--- src/hw/rtl/fbc_pkg.sv ---
// Shared types, constants and brand decode functions for the ftyp brand classifier.
// No dependencies; used by every module of the block.
`default_nettype none

package fbc_pkg;

   localparam int COUNT_BITS = 32;
   localparam int CMP_BITS = (COUNT_BITS > 32) ? COUNT_BITS : 32;
   localparam logic [COUNT_BITS-1:0] COUNT_MAX = {COUNT_BITS{1'b1}};

   localparam int QUEUE_DEPTH = 2;
   localparam int QUEUE_PTR_BITS = 1;
   localparam int QUEUE_CNT_BITS = QUEUE_PTR_BITS + 1;

   localparam logic [31:0] FTYP_CODE = 32'h66747970;
   localparam logic [31:0] MIN_BOX_SIZE = 32'd16;
   localparam logic [COUNT_BITS-1:0] MIN_FILE_LEN = COUNT_BITS'(16);
   localparam logic [COUNT_BITS-1:0] POS_SIZE_END = COUNT_BITS'(3);
   localparam logic [COUNT_BITS-1:0] POS_TYPE_END = COUNT_BITS'(7);
   localparam logic [COUNT_BITS-1:0] POS_MAJOR_END = COUNT_BITS'(11);
   localparam logic [COUNT_BITS-1:0] POS_COMPAT_END = COUNT_BITS'(19);

   typedef struct packed {
      logic valid_ftyp;
      logic still_image;
      logic image_sequence;
   } result_type;

   function automatic logic is_still_brand(input logic [31:0] w);
      logic hit;
      hit = 1'b0;
      unique case (w) inside
         32'h61766369, 32'h61766966, 32'h68656963, 32'h68656966,
         32'h6865696d, 32'h68656973, 32'h68656978, 32'h68656a32,
         32'h6a326b69, 32'h6a706567, 32'h6d696631, 32'h6d696632,
         32'h76766963: hit = 1'b1;
         default: hit = 1'b0;
      endcase
      return hit;
   endfunction

   function automatic logic is_sequence_brand(input logic [31:0] w);
      logic hit;
      hit = 1'b0;
      unique case (w) inside
         32'h61766373, 32'h61766973, 32'h68657663, 32'h6865766d,
         32'h68657673, 32'h68657678, 32'h6a326973, 32'h6a706773,
         32'h6d736631, 32'h76766973: hit = 1'b1;
         default: hit = 1'b0;
      endcase
      return hit;
   endfunction

endpackage

`default_nettype wire

--- src/hw/rtl/fbc_front.sv ---
// Front part: accepts file bytes, tracks box header state, matches brands
// and forms one result item per file. Depends on fbc_pkg.
`default_nettype none

module fbc_front (
   input  wire logic                clock,
   input  wire logic                reset,
   input  wire logic                accept,
   input  wire logic [7:0]          data_byte,
   input  wire logic                end_of_file,
   output fbc_pkg::result_type      result,
   output logic                     result_push
);

   logic [fbc_pkg::COUNT_BITS-1:0] count_ff, count_in;
   logic [31:0]                    word_ff, word_in;
   logic [31:0]                    box_ff, box_in;
   logic                           type_ff, type_in;
   logic                           still_ff, still_in;
   logic                           seq_ff, seq_in;
   logic                           exact;
   logic                           classify;
   logic                           compat_in_box;
   logic                           valid;

   always_comb begin
      word_in = {word_ff[23:0], data_byte};
      exact = (count_ff != fbc_pkg::COUNT_MAX);
      compat_in_box = (fbc_pkg::CMP_BITS'(count_ff) < fbc_pkg::CMP_BITS'(box_ff));
      box_in = box_ff;
      type_in = type_ff;
      classify = 1'b0;
      count_in = count_ff;
      if (exact) begin
         if (count_ff == fbc_pkg::POS_SIZE_END) begin
            box_in = word_in;
         end else if (count_ff == fbc_pkg::POS_TYPE_END) begin
            type_in = (word_in == fbc_pkg::FTYP_CODE);
         end else if (count_ff == fbc_pkg::POS_MAJOR_END) begin
            classify = 1'b1;
         end else if (count_ff >= fbc_pkg::POS_COMPAT_END && count_ff[1:0] == 2'b11
                      && compat_in_box) begin
            classify = 1'b1;
         end
         count_in = count_ff + 1'b1;
      end
      still_in = still_ff | (classify & fbc_pkg::is_still_brand(word_in));
      seq_in = seq_ff | (classify & fbc_pkg::is_sequence_brand(word_in));
      valid = (count_in >= fbc_pkg::MIN_FILE_LEN) && type_in
              && (box_in >= fbc_pkg::MIN_BOX_SIZE)
              && (fbc_pkg::CMP_BITS'(box_in) <= fbc_pkg::CMP_BITS'(count_in));
      result.valid_ftyp = valid;
      result.still_image = valid & still_in;
      result.image_sequence = valid & seq_in;
      result_push = accept & end_of_file;
   end

   always_ff @(posedge clock) begin
      if (reset || (accept && end_of_file)) begin
         count_ff <= '0;
         word_ff <= '0;
         box_ff <= '0;
         type_ff <= 1'b0;
         still_ff <= 1'b0;
         seq_ff <= 1'b0;
      end else if (accept) begin
         count_ff <= count_in;
         word_ff <= word_in;
         box_ff <= box_in;
         type_ff <= type_in;
         still_ff <= still_in;
         seq_ff <= seq_in;
      end
   end

endmodule

`default_nettype wire

--- src/hw/rtl/fbc_queue.sv ---
// Back part: short result queue that holds finished items until popped.
// Depends on fbc_pkg.
`default_nettype none

module fbc_queue (
   input  wire logic                clock,
   input  wire logic                reset,
   input  wire logic                push,
   input  wire fbc_pkg::result_type push_data,
   output logic                     full,
   output logic                     empty,
   input  wire logic                pop,
   output fbc_pkg::result_type      pop_data
);

   fbc_pkg::result_type                entry_ff [fbc_pkg::QUEUE_DEPTH];
   logic [fbc_pkg::QUEUE_PTR_BITS-1:0] wr_ptr_ff, rd_ptr_ff;
   logic [fbc_pkg::QUEUE_CNT_BITS-1:0] count_ff, count_in;
   logic                               do_push, do_pop;

   always_comb begin
      full = (count_ff == fbc_pkg::QUEUE_CNT_BITS'(fbc_pkg::QUEUE_DEPTH));
      empty = (count_ff == '0);
      do_push = push & ~full;
      do_pop = pop & ~empty;
      count_in = count_ff;
      if (do_push && !do_pop) begin
         count_in = count_ff + 1'b1;
      end else if (do_pop && !do_push) begin
         count_in = count_ff - 1'b1;
      end
      pop_data = entry_ff[rd_ptr_ff];
   end

   always_ff @(posedge clock) begin
      if (do_push) begin
         entry_ff[wr_ptr_ff] <= push_data;
      end
   end

   always_ff @(posedge clock) begin
      if (reset) begin
         wr_ptr_ff <= '0;
         rd_ptr_ff <= '0;
         count_ff <= '0;
      end else begin
         if (do_push) begin
            wr_ptr_ff <= wr_ptr_ff + 1'b1;
         end
         if (do_pop) begin
            rd_ptr_ff <= rd_ptr_ff + 1'b1;
         end
         count_ff <= count_in;
      end
   end

endmodule

`default_nettype wire

--- src/hw/rtl/ftyp_brand_classifier_core.sv ---
// Top level of the ftyp brand classifier: front classifier and result queue.
// Depends on fbc_pkg, fbc_front and fbc_queue.
//
// Usage: stream a file one byte per item on req_data_byte, with
// req_end_of_file set on its final byte. A byte is taken at a clock edge
// where push is high and full is low. The block checks the box size in
// bytes 0..3, the "ftyp" tag in bytes 4..7, and matches the major brand
// and each whole compatible brand inside the box against still-image and
// image-sequence brand lists.
// One result item per file appears in the cycle after its final byte is
// taken; it sits on the rsp_ ports while empty is low and leaves at an
// edge where pop is high. Bytes are taken every cycle (one item per
// cycle) as long as the two-entry result queue has room; once two results
// wait unpopped, full rises and every byte is held off until the receiver
// pops one.
// Reset clears the byte counter, the header state, the brand flags and
// the result queue; the block is ready as soon as reset drops.
`default_nettype none

module ftyp_brand_classifier_core (
   input  wire logic       clock,
   input  wire logic       reset,
   input  wire logic       push,
   output logic            full,
   input  wire logic [7:0] req_data_byte,
   input  wire logic       req_end_of_file,
   output logic            empty,
   input  wire logic       pop,
   output logic            rsp_valid_ftyp,
   output logic            rsp_still_image,
   output logic            rsp_image_sequence
);

   fbc_pkg::result_type front_result;
   fbc_pkg::result_type queue_head;
   logic                front_push;
   logic                accept;

   assign accept = push & ~full;

   fbc_front u_front (
      .clock       (clock),
      .reset       (reset),
      .accept      (accept),
      .data_byte   (req_data_byte),
      .end_of_file (req_end_of_file),
      .result      (front_result),
      .result_push (front_push)
   );

   fbc_queue u_queue (
      .clock     (clock),
      .reset     (reset),
      .push      (front_push),
      .push_data (front_result),
      .full      (full),
      .empty     (empty),
      .pop       (pop),
      .pop_data  (queue_head)
   );

   assign rsp_valid_ftyp = queue_head.valid_ftyp;
   assign rsp_still_image = queue_head.still_image;
   assign rsp_image_sequence = queue_head.image_sequence;

endmodule

`default_nettype wire
--- config.mk ---
export PLATFORM = sky130hd
export DESIGN_NAME = ftyp_brand_classifier_core
export DESIGN_NICKNAME = d
export VERILOG_FILES = /design/src/hw/rtl/fbc_pkg.sv /design/src/hw/rtl/fbc_front.sv /design/src/hw/rtl/fbc_queue.sv /design/src/hw/rtl/ftyp_brand_classifier_core.sv
export SDC_FILE = /design/constraint.sdc
export NUM_CORES = 1
export LEC_CHECK = 0
export ABC_AREA = 1
export ABC_CLOCK_PERIOD_IN_PS = 4100
export BUFFER_PORTS_ARGS = -buffer_cell sky130_fd_sc_hd__buf_4
export CAP_MARGIN = 20
export CORE_UTILIZATION = 24
export CTS_CLUSTER_DIAMETER = 200
export CTS_CLUSTER_SIZE = 14
export DETAILED_ROUTE_END_ITERATION = 10
export PLACE_DENSITY = 0.35
export SYNTH_ARGS = -nofsm -noshare
export SYNTH_HDL_FRONTEND = slang
export SYNTH_HIERARCHICAL = 1
export SYNTH_SLANG_ARGS = --single-unit
--- constraint.sdc ---
create_clock -name clock -period 4.1 [get_ports clock]
set_input_delay 0.41 -clock clock [delete_from_list [all_inputs] [get_ports clock]]
set_output_delay 0.41 -clock clock [all_outputs]
set_load 0.01 [all_outputs]
# == Yosys cells after proc, flatten, opt, wreduce, memory -nomap -nowiden ==
# Memories as Yosys holds them, arrays and structs flattened. A register that Yosys moved wholly into a read port is not among the register bits.
# Cells that the tools add are included.
# classes
add_sub_neg,5
order_cmp,5
n_eq_ne,30
n_mux,19
bitwise,12
n_reduce_logical,15
# ops
operator,count
"== test 32 x 31 -> 1 bit, second input constant",24
">= comparator 32 x 5 -> 1 bit, second input constant",3
2-to-1 mux 32 bit,3
"adder 32 x 1 -> 32 bit, second input constant",1
"== test 32 x 2 -> 1 bit, second input constant",1
"== test 32 x 3 -> 1 bit, second input constant",1
"== test 32 x 4 -> 1 bit, second input constant",1
<= comparator 32 bit,1
< comparator 32 bit,1
"!= test 32 bit, second input constant",1
2-to-1 mux 1 bit,14
OR reduction 13 bit,1
OR reduction 10 bit,1
AND 1 bit,8
logical AND 1 bit,8
"== test 2 bit, second input constant",2
2-to-1 mux 2 bit,2
"adder 1 bit, second input constant",2
"adder 2 x 1 -> 2 bit, second input constant",1
logical NOT 1 bit,2
logical NOT 2 bit,1
NOT 1 bit,2
bitwise OR 1 bit,2
nonzero test 2 bit,1
2 further kinds,2
# word_totals
reg_bits,95
mem_bits_rw,6
output_inout_bits,5
wordCells,96
memories,1
# mem_list
name,depth,width,rd,rd_ports_with_merged_regs,write_ports,line,text
u_queue.entry_ff,2,3,1,1,1,fbc_queue.sv:16,fbc_pkg::result_type entry_ff [fbc_pkg::QUEUE_DEPTH];

# == Logic depth before layout (Yosys ltp) ==
# Gate-level depths: netlist of run 1.
# logic_depth
ltp_word,11
ltp_mapped,25
mapped_depth_nobuf,22

# == Cells and area by module ==
# Netlist of run 1, hierarchy kept.
# by_module_without_submodules
module,instances,cells_per_inst,area_each_um2,seq_area_each_um2
fbc_front,1,1165,7269.5,1821.7
fbc_queue,1,46,466.7,280.3
ftyp_brand_classifier_core,1,2,10.0,0.0

# == Worst setup path before layout of run 1 ==
# No wires, ideal clock.
# synth_path
path_kind,reg2reg
from,register u_front/count_ff[0] (netlist name)
to,memory u_queue/entry_ff[0][2] (netlist name) (data pin)
t_arrival_ps,2898
required_ps,3848
path_slack_ps,950
stages_incl_launch_ff,21
synth_period_minus_slack_ps,3150
cell_sequence,dfxtp_1 -> ha_1 -> nand2_2 -> nor2_4 -> nand2_4 -> nor2_4 -> nand2_2 -> buf_6 -> buf_6 -> nand2_1 -> inv_1 -> ha_1 -> nand4_1 -> or3_1 -> nor4_1 -> nand2_1 -> nand2_1 -> nand2_1 -> nand2_2 -> inv_1 -> buf_4
# synth_via
elab_chain_cells,7
# synth_rtl
item,line,text
start: declaration,fbc_front.sv:15,"logic [fbc_pkg::COUNT_BITS-1:0] count_ff, count_in;"
start signal: assignment,fbc_front.sv:67,count_ff <= count_in;
"parallel branches: the longest is 6 deep, another holds adder 32 x 1 -> 32 bit",n/a,
logical AND 1 bit (*),fbc_front.sv:51,&& (fbc_pkg::CMP_BITS'(box_in) <= fbc_pkg::CMP_BITS'(count_in));
net u_front.valid,fbc_front.sv:24,logic valid;
end: declaration,fbc_queue.sv:16,
# Mark *: on every way through the listed nets, which the timed path passes.

==> results of run 1 <==
[registers in the layout (all words and copies together) (netlist names), named ones only]
name,cells
u_front/box_ff,32
u_front/count_ff,32
u_front/seq_ff,1
u_front/still_ff,1
u_front/type_ff,1
u_front/word_ff,24
u_queue/count_ff,2
u_queue/entry_ff,6
u_queue/rd_ptr_ff,1
u_queue/wr_ptr_ff,1
[layout make-up]
type | count | area [um^2] | share of cell area
timing repair buffer | 32 | 273 | 0.0316
sequential | 102 | 2100 | 0.244
inverter | 225 | 846 | 0.0981
multi-input combinational | 847 | 4610 | 0.534
clock inverter | 5 | 60.1 | 0.00696
tap | 402 | 503 | 0.0583
clock buffer | 11 | 233 | 0.0270
[worst max-delay path, stage by stage, from the launching register on]
cell,delay [ps]
dfxtp_1,420
ha_1,260
nand2_2,110
nor2_4,170
nand2_4,100
nor3_1,290
nand2_1,180
nor2_2,120
xor2_1,210
inv_1,110
ha_1,290
nand4_1,110
or3_1,370
nor4_1,280
nand2_1,120
nand2_1,70
nand2_1,50
nand2_2,90
nor2_1,60
[cells in the final DEF, fill, tap and decap left out, types with 6 or more instances in the layout]
cell         n
buf_4       30
ha_1        64
nand2_2      8
o211ai_1    13
o21ai_1      6
nand2_1    245
nor2_1     126
xor2_1      24
nand3_1     37
o21ai_0     78
nor3_1      33
clkbuf_16    9
nand4_1     32
edfxtp_1     6
a21oi_1    119
inv_1      210
inv_2       14
dfxtp_1     96
nor4_1      12
nor2_2       8
[report_power, final]
| part | total (mW) | switching (mW) | internal, mW |
|---|---|---|---|
| combinational | 1.51 | 0.972 | 0.538 |
| clock | 0.916 | 0.438 | 0.478 |
| sequential | 1.30 | 0.166 | 1.14 |
| total | 3.73 | 1.58 | 2.15 |
[stage by stage]
step           setup slack [ps]   util  power [mW]  instances  hold WS (ps)
6_report                    446  0.273        3.73       1624           317
5_1_grt                     154  0.273        4.06       1624           327
4_1_cts                     404  0.272        3.78       1623           302
3_5_place_dp                436  0.262        2.83       1607           458
3_3_place_gp                459  0.262        2.85       1607           455
2_1_floorplan               950      -        2.33       1213           441
[worst paths after layout]
path / from / to / slack [ps] / cells after the start
hold / removal: req_data_byte[4] / u_front/word_ff[4] / 320 / 3
setup / recovery: u_front/count_ff[1] / u_queue/entry_ff[1][1] / 450 / 18
setup reg to reg: u_front/count_ff[1] / u_queue/entry_ff[1][1] / 450 / 18
hold reg to reg: u_front/word_ff[22] / u_front/word_ff[22] / 470 / 2
[per-layer routing]
layer  track usage  vias up  part of all wire
met5             0        -                 0
met3        0.0197       15             0.022
met4        0.0380        0            0.0099
met2         0.284       63              0.46
li1              -     3946                 -
met1         0.240     3394              0.51
[cells by family after synthesis]
logic type               after synthesis
AND/OR/NAND/NOR                      521
XOR/XNOR                              24
adder cells (fa/ha/maj)               64
buffers and inverters                264
AO/OA/AOI/OAI                        235
multiplexers                           3
flip-flops                           102
==> flow_summary_export.csv, run 1 <==
group,metric,value,unit
yosys,synth_warnings,6,
clock_tree,deepest_clock_path_buffer_count,2,
layout,insertedDiodeCount,0,
power_and_ir_drop,leakage,4.00,nW
yosys,post_synth_fa_ha_maj_area_fraction,0.103,
route,drcViolationCount,0,
route,vias,7418,
route,initialDrtViolationCount,414,
setup_path,setup_cp_type,"reg -> reg",
layout,layout_stage_area_growth_over_the_synthesis_result,11.3,%
yosys,largest_cells_by_area_after_synthesis,"dfxtp_1 (25%), nand2_1 (12%), ha_1 (10%)",
clock_tree,worst_skew_pair_latency,360,ps
global_route,grt_first_pass_wirelength,43.2,mm
route,antenna_violating_nets_post_route,0,
sta,grt_setup_unrepaired,"false",
yosys,area_fraction_in_compound_gates_after_synthesis,0.164,
floorplanning,initial_utilization,0.245,
clock_tree,htree_num_levels,3,
sta,post-route-min-period,3650,ps
yosys,number_of_enable_type_register_cells_in_the_synthesized_netlist,6,
sta,finalCritPeriodShare,0.891,
yosys,distinct_cell_type_count_after_synthesis,43,
sta,slew_headroom,0.460,
outcome,status,"complete, no violations",
route,drt_pre_antenna_iters,5,
global_route,grt_util_all_layers,0.172,
yosys,postSynthRegisterBits,102,
layout,n_fill_cell,3602,
power_and_ir_drop,max-vdd-ir-drop,0.164,mV
clock_tree,hold_buffers,0,
sta,hold_violations,0,
setup_path,crit_path_max_fanout,5,
yosys,synth-simple-area-share,0.295,
floorplanning,floorplan.io_pins,18,
yosys,post_synth_xor_area_fraction,0.0271,
yosys,syn_area_per_cell,6.39,um^2
clock_tree,cts_inserted_buffers,9,
floorplanning,placement_rows,65,
layout,fin_nets,1294,
run,maxcap_violations,0,
global_route,grt_pass1_vias,7222,
place,dpl_cell_area,0.00830,mm^2
setup_path,required_time_of_the_critical_path,4220,ps
floorplanning,placeableCoreArea,0.0316,mm^2
route,detail_route.wirelength,27.5,mm
sta,fin_skew,8.17,ps
sta,worst_tran_pin_value,810,ps
place,buffer_ports.inserted,17,
yosys,synth.most_common_cell,"nand2_1",
sta,maxClockFrequency,0.274,GHz
global_route,maximum_number_of_pins_on_one_net_before_global_route_repair,110,
sta,setup_viol_count_final,0,
place,hpwl,21.1,mm
setup_path,critPathCaptureType,"register",
clock_tree,clock_tree_root_driver_cell,"clkbuf_16",
layout,design_area,0.00862,mm^2
yosys,mappedNetlistNets,1290,
yosys,synth_sequential_area_ratio,0.271,
sta,fin_setup_tns,0,ps
clock_tree,post_cts.resized_instances,0,
yosys,synth.cells.most_frequent,"nand2_1 (245), inv_1 (211), nor2_1 (127)",
yosys,post_synth_mux_area_share,0.00436,
layout,drive_gt1_frac,0.0794,
clock_tree,post-cts-setup-buffers,0,
clock_tree,clkSinkCount,102,
yosys,syn-instance-count,1213,
floorplanning,vertical_die_dimension,182,um
route,via_per_inst,4.57,
floorplanning,die_width,182,um
sta,slew_violations,0,
setup_path,start_kind,"register",
place,gp_routability_congestion,0.830,
setup_path,worst_ep_arrival_time,3770,ps
power_and_ir_drop,pwr_density_cell,432,mW/mm^2
yosys,post-synth-top-area-fraction,0.248,
clock_tree,clkSlewWorstSetupHoldPaths,80,ps
yosys,synth_flop_cell,"dfxtp_1",
global_route,grt_antenna_before_repair,0,
yosys,synth.cell_area,0.00775,mm^2
yosys,synth_top_family_by_area,"simple AND/OR/NAND/NOR gates",
yosys,yosysTopAreaCell,"dfxtp_1",
route,avgRoutedWirePerCell,16.9,um
yosys,async_flop_share,0,
clock_tree,cts_tree,"done",
hold_path,holdCritPathClass,"in -> reg",
global_route,gr-total-overflow,0,
floorplanning,die_area,0.0330,mm^2
No activity file was read; power rests on OpenSTA's default activity.
==> run 2, diff against run 1 <==
--- a/config.mk
+++ b/config.mk
@@ -6,14 +6,14 @@
 export NUM_CORES = 1
 export LEC_CHECK = 0
 export ABC_AREA = 1
-export ABC_CLOCK_PERIOD_IN_PS = 4100
+export ABC_CLOCK_PERIOD_IN_PS = 3100
 export BUFFER_PORTS_ARGS = -buffer_cell sky130_fd_sc_hd__buf_4
 export CAP_MARGIN = 20
 export CORE_UTILIZATION = 24
 export CTS_CLUSTER_DIAMETER = 200
 export CTS_CLUSTER_SIZE = 14
 export DETAILED_ROUTE_END_ITERATION = 10
-export PLACE_DENSITY = 0.35
+export PLACE_DENSITY = 0.36
 export SYNTH_ARGS = -nofsm -noshare
 export SYNTH_HDL_FRONTEND = slang
 export SYNTH_HIERARCHICAL = 1
==> constraint.sdc (replaced) <==
create_clock -name clock -period 3.1 [get_ports clock]
set_input_delay 0.31 -clock clock [delete_from_list [all_inputs] [get_ports clock]]
set_output_delay 0.31 -clock clock [all_outputs]
set_load 0.01 [all_outputs]
==> flow_summary_export.csv, run 2 (same netlist as run 1, synthesis figures left out) <==
group,metric,value,unit
floorplanning,die_area,0.0330,mm^2
floorplanning,floorplan.io_pins,18,
sta,setup_viol_count_final,0,
route,avgRoutedWirePerCell,15.7,um
hold_path,worst_hold_path.endpoint,"u_front/word_ff[4]",
global_route,maximum_number_of_pins_on_one_net_before_global_route_repair,110,
setup_path,worst_ep_arrival_time,3160,ps
setup_path,worst_path_largest_cell_delay,370,ps
route,drt_pre_antenna_iters,5,
setup_path,required_time_of_the_critical_path,3230,ps
route,routed_wl_met3,587,um
clock_tree,clkSinkCount,102,
setup_path,cp_slowest_cell,"or3_4",
sta,worst_tran_pin_value,667,ps
floorplanning,placement_rows,65,
route,met2WireLength,13.1,mm
clock_tree,clkSlewWorstSetupHoldPaths,70,ps
sta,finalCritPeriodShare,0.979,
setup_path,critPathCaptureType,"register",
floorplanning,vertical_die_dimension,182,um
setup_path,critical_path.reg2reg.startpoint,"u_front/count_ff[6]",
setup_path,worst_r2r_path_depth,19,
hold_path,worst_hold_startpoint,"req_data_byte[4]",
sta,grt_setup_unrepaired,"true",
outcome,status,"complete, no violations",
place,hpwl,22.1,mm
hold_path,holdCritPathClass,"in -> reg",
route,initialDrtViolationCount,440,
global_route,grt_first_pass_wirelength,44.3,mm
layout,drive_gt1_frac,0.301,
route,via_per_inst,4.49,
sta,hold_violations,0,
setup_path,setup_cp_type,"reg -> reg",
clock_tree,cts_inserted_buffers,9,
setup_path,crit_path_max_fanout,7,
setup_path,crit_path_cell_trace,"nor2_2 > nand2_1 > nor2_2 > nand2_2 > nor2_8 > buf_12 > buf_8 > nor2_1 > a21oi_2 > inv_2 > ha_4 > nand4_1 > or3_4 > nor4_4 > nand2_1 > nand2_1 > nand2_2 > nand2_4 > nor2_2",
layout,post-route-util,0.340,
floorplanning,die_width,182,um
power_and_ir_drop,max-vdd-ir-drop,0.230,mV
clock_tree,htree_num_levels,3,
layout,fin_nets,1474,
global_route,grt_util_all_layers,0.176,
place,dp_worst_setup_slack,-140,ps
place,gp_routability_congestion,0.849,
floorplanning,initial_utilization,0.245,
sta,slew_violations,0,
place,buffer_ports.inserted,17,
layout,highest_count_cells_in_the_layout_ignoring_fill_and_taps,"nand2_1 (224), inv_1 (196), buf_4 (195)",
global_route,grt_antenna_before_repair,0,
clock_tree,worst_skew_pair_latency,370,ps
clock_tree,cts_tree,"done",
clock_tree,clock_tree_root_driver_cell,"clkbuf_16",
layout,largestRegisters,"u_front/box_ff (32), u_front/count_ff (32), u_front/word_ff (24)",
power_and_ir_drop,totalPowerFinal,5.68,mW
sta,maxClockFrequency,0.330,GHz
layout,insertedDiodeCount,0,
global_route,gr-total-overflow,0,
setup_path,start_kind,"register",
clock_tree,deepest_clock_path_buffer_count,2,
route,antenna_violating_nets_post_route,0,
setup_path,timing.rr.end,"u_queue/entry_ff[1][0]",
power_and_ir_drop,leakage,5.06,nW
sta,fin_skew,5.21,ps
sta,slew_headroom,0.555,
run,maxcap_violations,0,
layout,layout_stage_area_growth_over_the_synthesis_result,39.1,%
route,vias,8100,
setup_path,rrSetupSlack,70,ps
sta,worst_slack,65.9,ps
clock_tree,hold_buffers,0,
route,detail_route.wirelength,28.4,mm
hold_path,hold_path_depth,3,
power_and_ir_drop,pwr_density_cell,527,mW/mm^2
sta,post-route-min-period,3030,ps
floorplanning,placeableCoreArea,0.0316,mm^2
route,routed.top_layer,"met4",
route,drt-met1-wl,14.1,mm
route,drcViolationCount,0,
global_route,grt_pass1_vias,7952,
layout,final_common_cell,"nand2_1",
[run 2: cell count changes in the layout (fill, tap and decap cells not counted), sizes merged]
cell / delta
inv: +1
buf: +178
clkinv: -3
nor2: +1
clkbuf: +2
bufinv: +1
[run 2: worst max path at each step]
stage,startpoint,endpoint,slack [ps],cells past startpoint
final,u_front/count_ff[6],u_queue/entry_ff[1][0],70,19
after global placement,u_front/count_ff[6],u_queue/entry_ff[0][1],-210,18
after detailed placement,u_front/count_ff[3],u_queue/entry_ff[1][0],-140,20
after CTS,u_front/count_ff[0],u_queue/entry_ff[1][0],1,21
after global routing,u_front/count_ff[26],u_queue/entry_ff[0][0],-120,23
after floorplan,u_front/count_ff[0],u_queue/entry_ff[0][2],7,20
[run 2: through the flow]
stage          std cells  TNS [ps]  hold WS, ps  cell area (um^2)
4_1_cts             1796         0          194             10300
3_5_place_dp        1757      -812          463              9490
3_3_place_gp        1757     -1200          450              9490
2_1_floorplan       1213         0          441              7750
5_1_grt             1804      -676          225             10800
6_report            1804         0          210             10800
[run 2: cell type report]
| type | count | area [um^2] |
|---|---|---|
| clock buffers | 12 | 256 |
| inverters | 225 | 847 |
| repair buffers | 211 | 1750 |
| clock inverters | 4 | 76.3 |
| flip-flops and latches | 102 | 2150 |
| fillers | 3459 | 20900 |
| well taps | 402 | 503 |
| multi-input cells | 848 | 5190 |
[run 2: critical path, delay by kind of cell (launching register included)]
kind / cells / cell delay, ps
simple gates: 14 / 1700
flops: 1 / 360
buf+inv: 3 / 330
compound gates: 1 / 130
fa+ha+maj: 1 / 260
[run 2: what timing repair did]
item | in CTS | in global routing
setup endpoints to repair | 6 | 6
cloned | 2 | 1
gates resized for setup | 68 | 119
setup buffers | 21 | 7
pin swaps | 22 | 33
[run 2: power by group]
part,switching [mW],internal (mW)
clock,0.578,0.757
sequential,0.167,1.52
combinational,1.51,1.15
[run 2: layer usage]
layer / global-route usage / vias up
li1: - / 4306
met1: 0.241 / 3674
met2: 0.291 / 96
met3: 0.0191 / 24
met4: 0.0492 / 0
met5: 0 / -
==> run 3, diff against run 2 <==
--- a/config.mk
+++ b/config.mk
@@ -14,6 +14,7 @@
 export CTS_CLUSTER_SIZE = 14
 export DETAILED_ROUTE_END_ITERATION = 10
 export PLACE_DENSITY = 0.36
+export REMOVE_ABC_BUFFERS = 1
 export SYNTH_ARGS = -nofsm -noshare
 export SYNTH_HDL_FRONTEND = slang
 export SYNTH_HIERARCHICAL = 1
==> flow_summary_export.csv, run 3 (same netlist as run 1, synthesis figures left out) <==
group,metric,value,unit
outcome,status,"complete, no violations",
clock_tree,clkSlewWorstSetupHoldPaths,80,ps
setup_path,worst-path-buf-inv,5,
power_and_ir_drop,netSwitchingFraction,0.414,
layout,largestRegisters,"u_front/box_ff (32), u_front/count_ff (32), u_front/word_ff (24)",
power_and_ir_drop,leakage,5.16,nW
hold_path,worst_hold_path.endpoint,"u_front/word_ff[4]",
floorplanning,vertical_die_dimension,182,um
sta,fin_skew,11.9,ps
setup_path,worst_path_largest_cell_delay,370,ps
layout,post-route-util,0.344,
sta,slew_violations,0,
clock_tree,hold_buffers,0,
layout,layout.area.seq,0.00214,mm^2
setup_path,critical_path_cell_count,19,
run,maxcap_violations,0,
global_route,grt_first_pass_wirelength,44.0,mm
layout,drive_gt1_frac,0.305,
layout,insertedDiodeCount,0,
clock_tree,htree_num_levels,3,
setup_path,crit_path_max_fanout,7,
layout,design_area,0.0109,mm^2
power_and_ir_drop,combinationalPowerShare,0.485,
clock_tree,worst_skew_pair_latency,370,ps
setup_path,required_time_of_the_critical_path,3230,ps
global_route,grt_util_all_layers,0.175,
route,initialDrtViolationCount,442,
setup_path,rrSetupSlack,20,ps
power_and_ir_drop,power_frac_seq,0.306,
layout,multi_input_area,0.00520,mm^2
route,antenna_violating_nets_post_route,0,
floorplanning,initial_utilization,0.245,
sta,grt_setup_unrepaired,"true",
sta,hold_violations,0,
setup_path,critical-path-top-delay-family,"simple AND/OR/NAND/NOR gates",
place,hpwl,22.5,mm
floorplanning,floorplan.io_pins,18,
route,detail_route.wirelength,28.5,mm
setup_path,worst_ep_arrival_time,3200,ps
power_and_ir_drop,totalPowerFinal,5.47,mW
layout,layout_stage_area_growth_over_the_synthesis_result,40.3,%
setup_path,worst_r2r_path_depth,19,
setup_path,critPathCaptureType,"register",
floorplanning,die_width,182,um
layout,highest_count_cells_in_the_layout_ignoring_fill_and_taps,"nand2_1 (216), buf_4 (209), inv_1 (199)",
sta,worst_tran_pin_value,784,ps
sta,setup_viol_count_final,0,
place,dpl.cell_count,1774,
global_route,gr-total-overflow,0,
setup_path,setup_cp_type,"reg -> reg",
sta,slew_headroom,0.478,
route,via_per_inst,4.47,
layout,final_common_cell,"nand2_1",
power_and_ir_drop,cellInternalPower,3.21,mW
route,avgRoutedWirePerCell,15.6,um
layout,fin_nets,1493,
floorplanning,die_area,0.0330,mm^2
power_and_ir_drop,pwr_density_cell,504,mW/mm^2
place,gp_routability_congestion,0.868,
hold_path,worst_hold_startpoint,"req_data_byte[4]",
sta,finalCritPeriodShare,0.993,
sta,maxClockFrequency,0.325,GHz
route,drcViolationCount,0,
power_and_ir_drop,max-vdd-ir-drop,0.291,mV
power_and_ir_drop,switching_power_total,2.27,mW
global_route,grt_pass1_vias,7686,
global_route,grt_antenna_before_repair,0,
setup_path,start_kind,"register",
clock_tree,deepest_clock_path_buffer_count,2,
sta,post-route-min-period,3080,ps
layout,post_layout_nonfiller_instances,1823,
global_route,maximum_number_of_pins_on_one_net_before_global_route_repair,92,
hold_path,hold_path_depth,3,
place,dpl_cell_area,0.00961,mm^2
setup_path,cp_slowest_cell,"dfxtp_2",
setup_path,cpMostUsedCell,"nand2_4",
hold_path,holdCritPathClass,"in -> reg",
sta,fin_setup_tns,0,ps
clock_tree,clkSinkCount,102,
setup_path,crit_path_cell_trace,"ha_4 > buf_6 > nand2_4 > nor2_4 > nand2_4 > nor2_8 > buf_6 > buf_12 > nor2_2 > a21oi_2 > buf_4 > buf_4 > nand4_1 > nor2_1 > nand3_1 > nor3_2 > nor2_1 > nand2_4 > nor2_4",
floorplanning,placeableCoreArea,0.0316,mm^2
place,buffer_ports.inserted,17,
clock_tree,cts_inserted_buffers,9,
route,drt_pre_antenna_iters,5,
setup_path,critical_path.reg2reg.startpoint,"u_front/count_ff[1]",
route,vias,8157,
power_and_ir_drop,power.share.clock,0.209,
clock_tree,cts_tree,"done",
layout,n_fill_cell,3460,
setup_path,timing.rr.end,"u_queue/entry_ff[1][0]",
clock_tree,clock_tree_root_driver_cell,"clkbuf_16",
floorplanning,placement_rows,65,
==> run 3: layout make-up <==
| cell class | instances | area share |
|---|---|---|
| Tap cell | 402 | 0.0463 |
| Clock buffer | 9 | 0.0207 |
| Clock inverter | 7 | 0.00507 |
| Sequential cell | 102 | 0.197 |
| Multi-Input combinational cell | 847 | 0.478 |
| Timing Repair Buffer | 231 | 0.175 |
| Inverter | 225 | 0.0782 |
==> run 3: worst max-delay path by stage <==
stage                                    from                endpoint  slack (ps)
final                     u_front/count_ff[1]  u_queue/entry_ff[1][0]          20
after global routing      u_front/count_ff[8]  u_queue/entry_ff[1][1]        -130
after CTS                 u_front/count_ff[1]  u_queue/entry_ff[1][0]         0.7
after detailed placement  u_front/count_ff[8]  u_queue/entry_ff[0][0]        -280
after global placement    u_front/count_ff[8]  u_queue/entry_ff[0][2]        -250
after floorplan           u_queue/count_ff[0]      u_front/box_ff[10]        -590
==> run 3: worst reg2reg max path: cells and delay by family, from the launching register on <==
| kind | cells | cell delay, ps |
|---|---|---|
| and+or+nand+nor | 12 | 1620 |
| buffers and inverters | 5 | 580 |
| DFF | 1 | 370 |
| adders and majority gates | 1 | 170 |
| AOI/OAI and AO/OA | 1 | 110 |
==> run 3: stage by stage <==
step | setup WS [ps] | hold WS [ps]
after floorplan | -587 | 441
after global placement | -248 | 454
after detailed placement | -283 | 458
after CTS | 0.707 | 212
after global routing | -135 | 231
final | 21.1 | 224
==> run 3: repair_timing <==
action,in CTS,in global routing
endpoints found under the setup margin,6,6
gates resized for setup,90,110
gates cloned,1,0
endpoints found under the hold margin,0,0
pin swaps,24,30
setup buffers,21,11
==> run 3: power groups by stage <==
stage	combinational, mW	sequential (mW)	clock, mW
CTS	2.52	1.67	1.20
global route	3.00	1.70	1.24
finish	2.65	1.67	1.14
global placement	2.39	1.68	0
detailed placement	2.38	1.69	0
floorplan	1.37	1.67	0
==> run 3: layer usage <==
layer / GRT usage / vias to the layer above / routed length [um]
met4: 0.0414 / 0 / 508
li1: - / 4344 / -
met1: 0.240 / 3696 / 14200
met3: 0.0231 / 21 / 762
met2: 0.289 / 96 / 13000
met5: 0 / - / 0
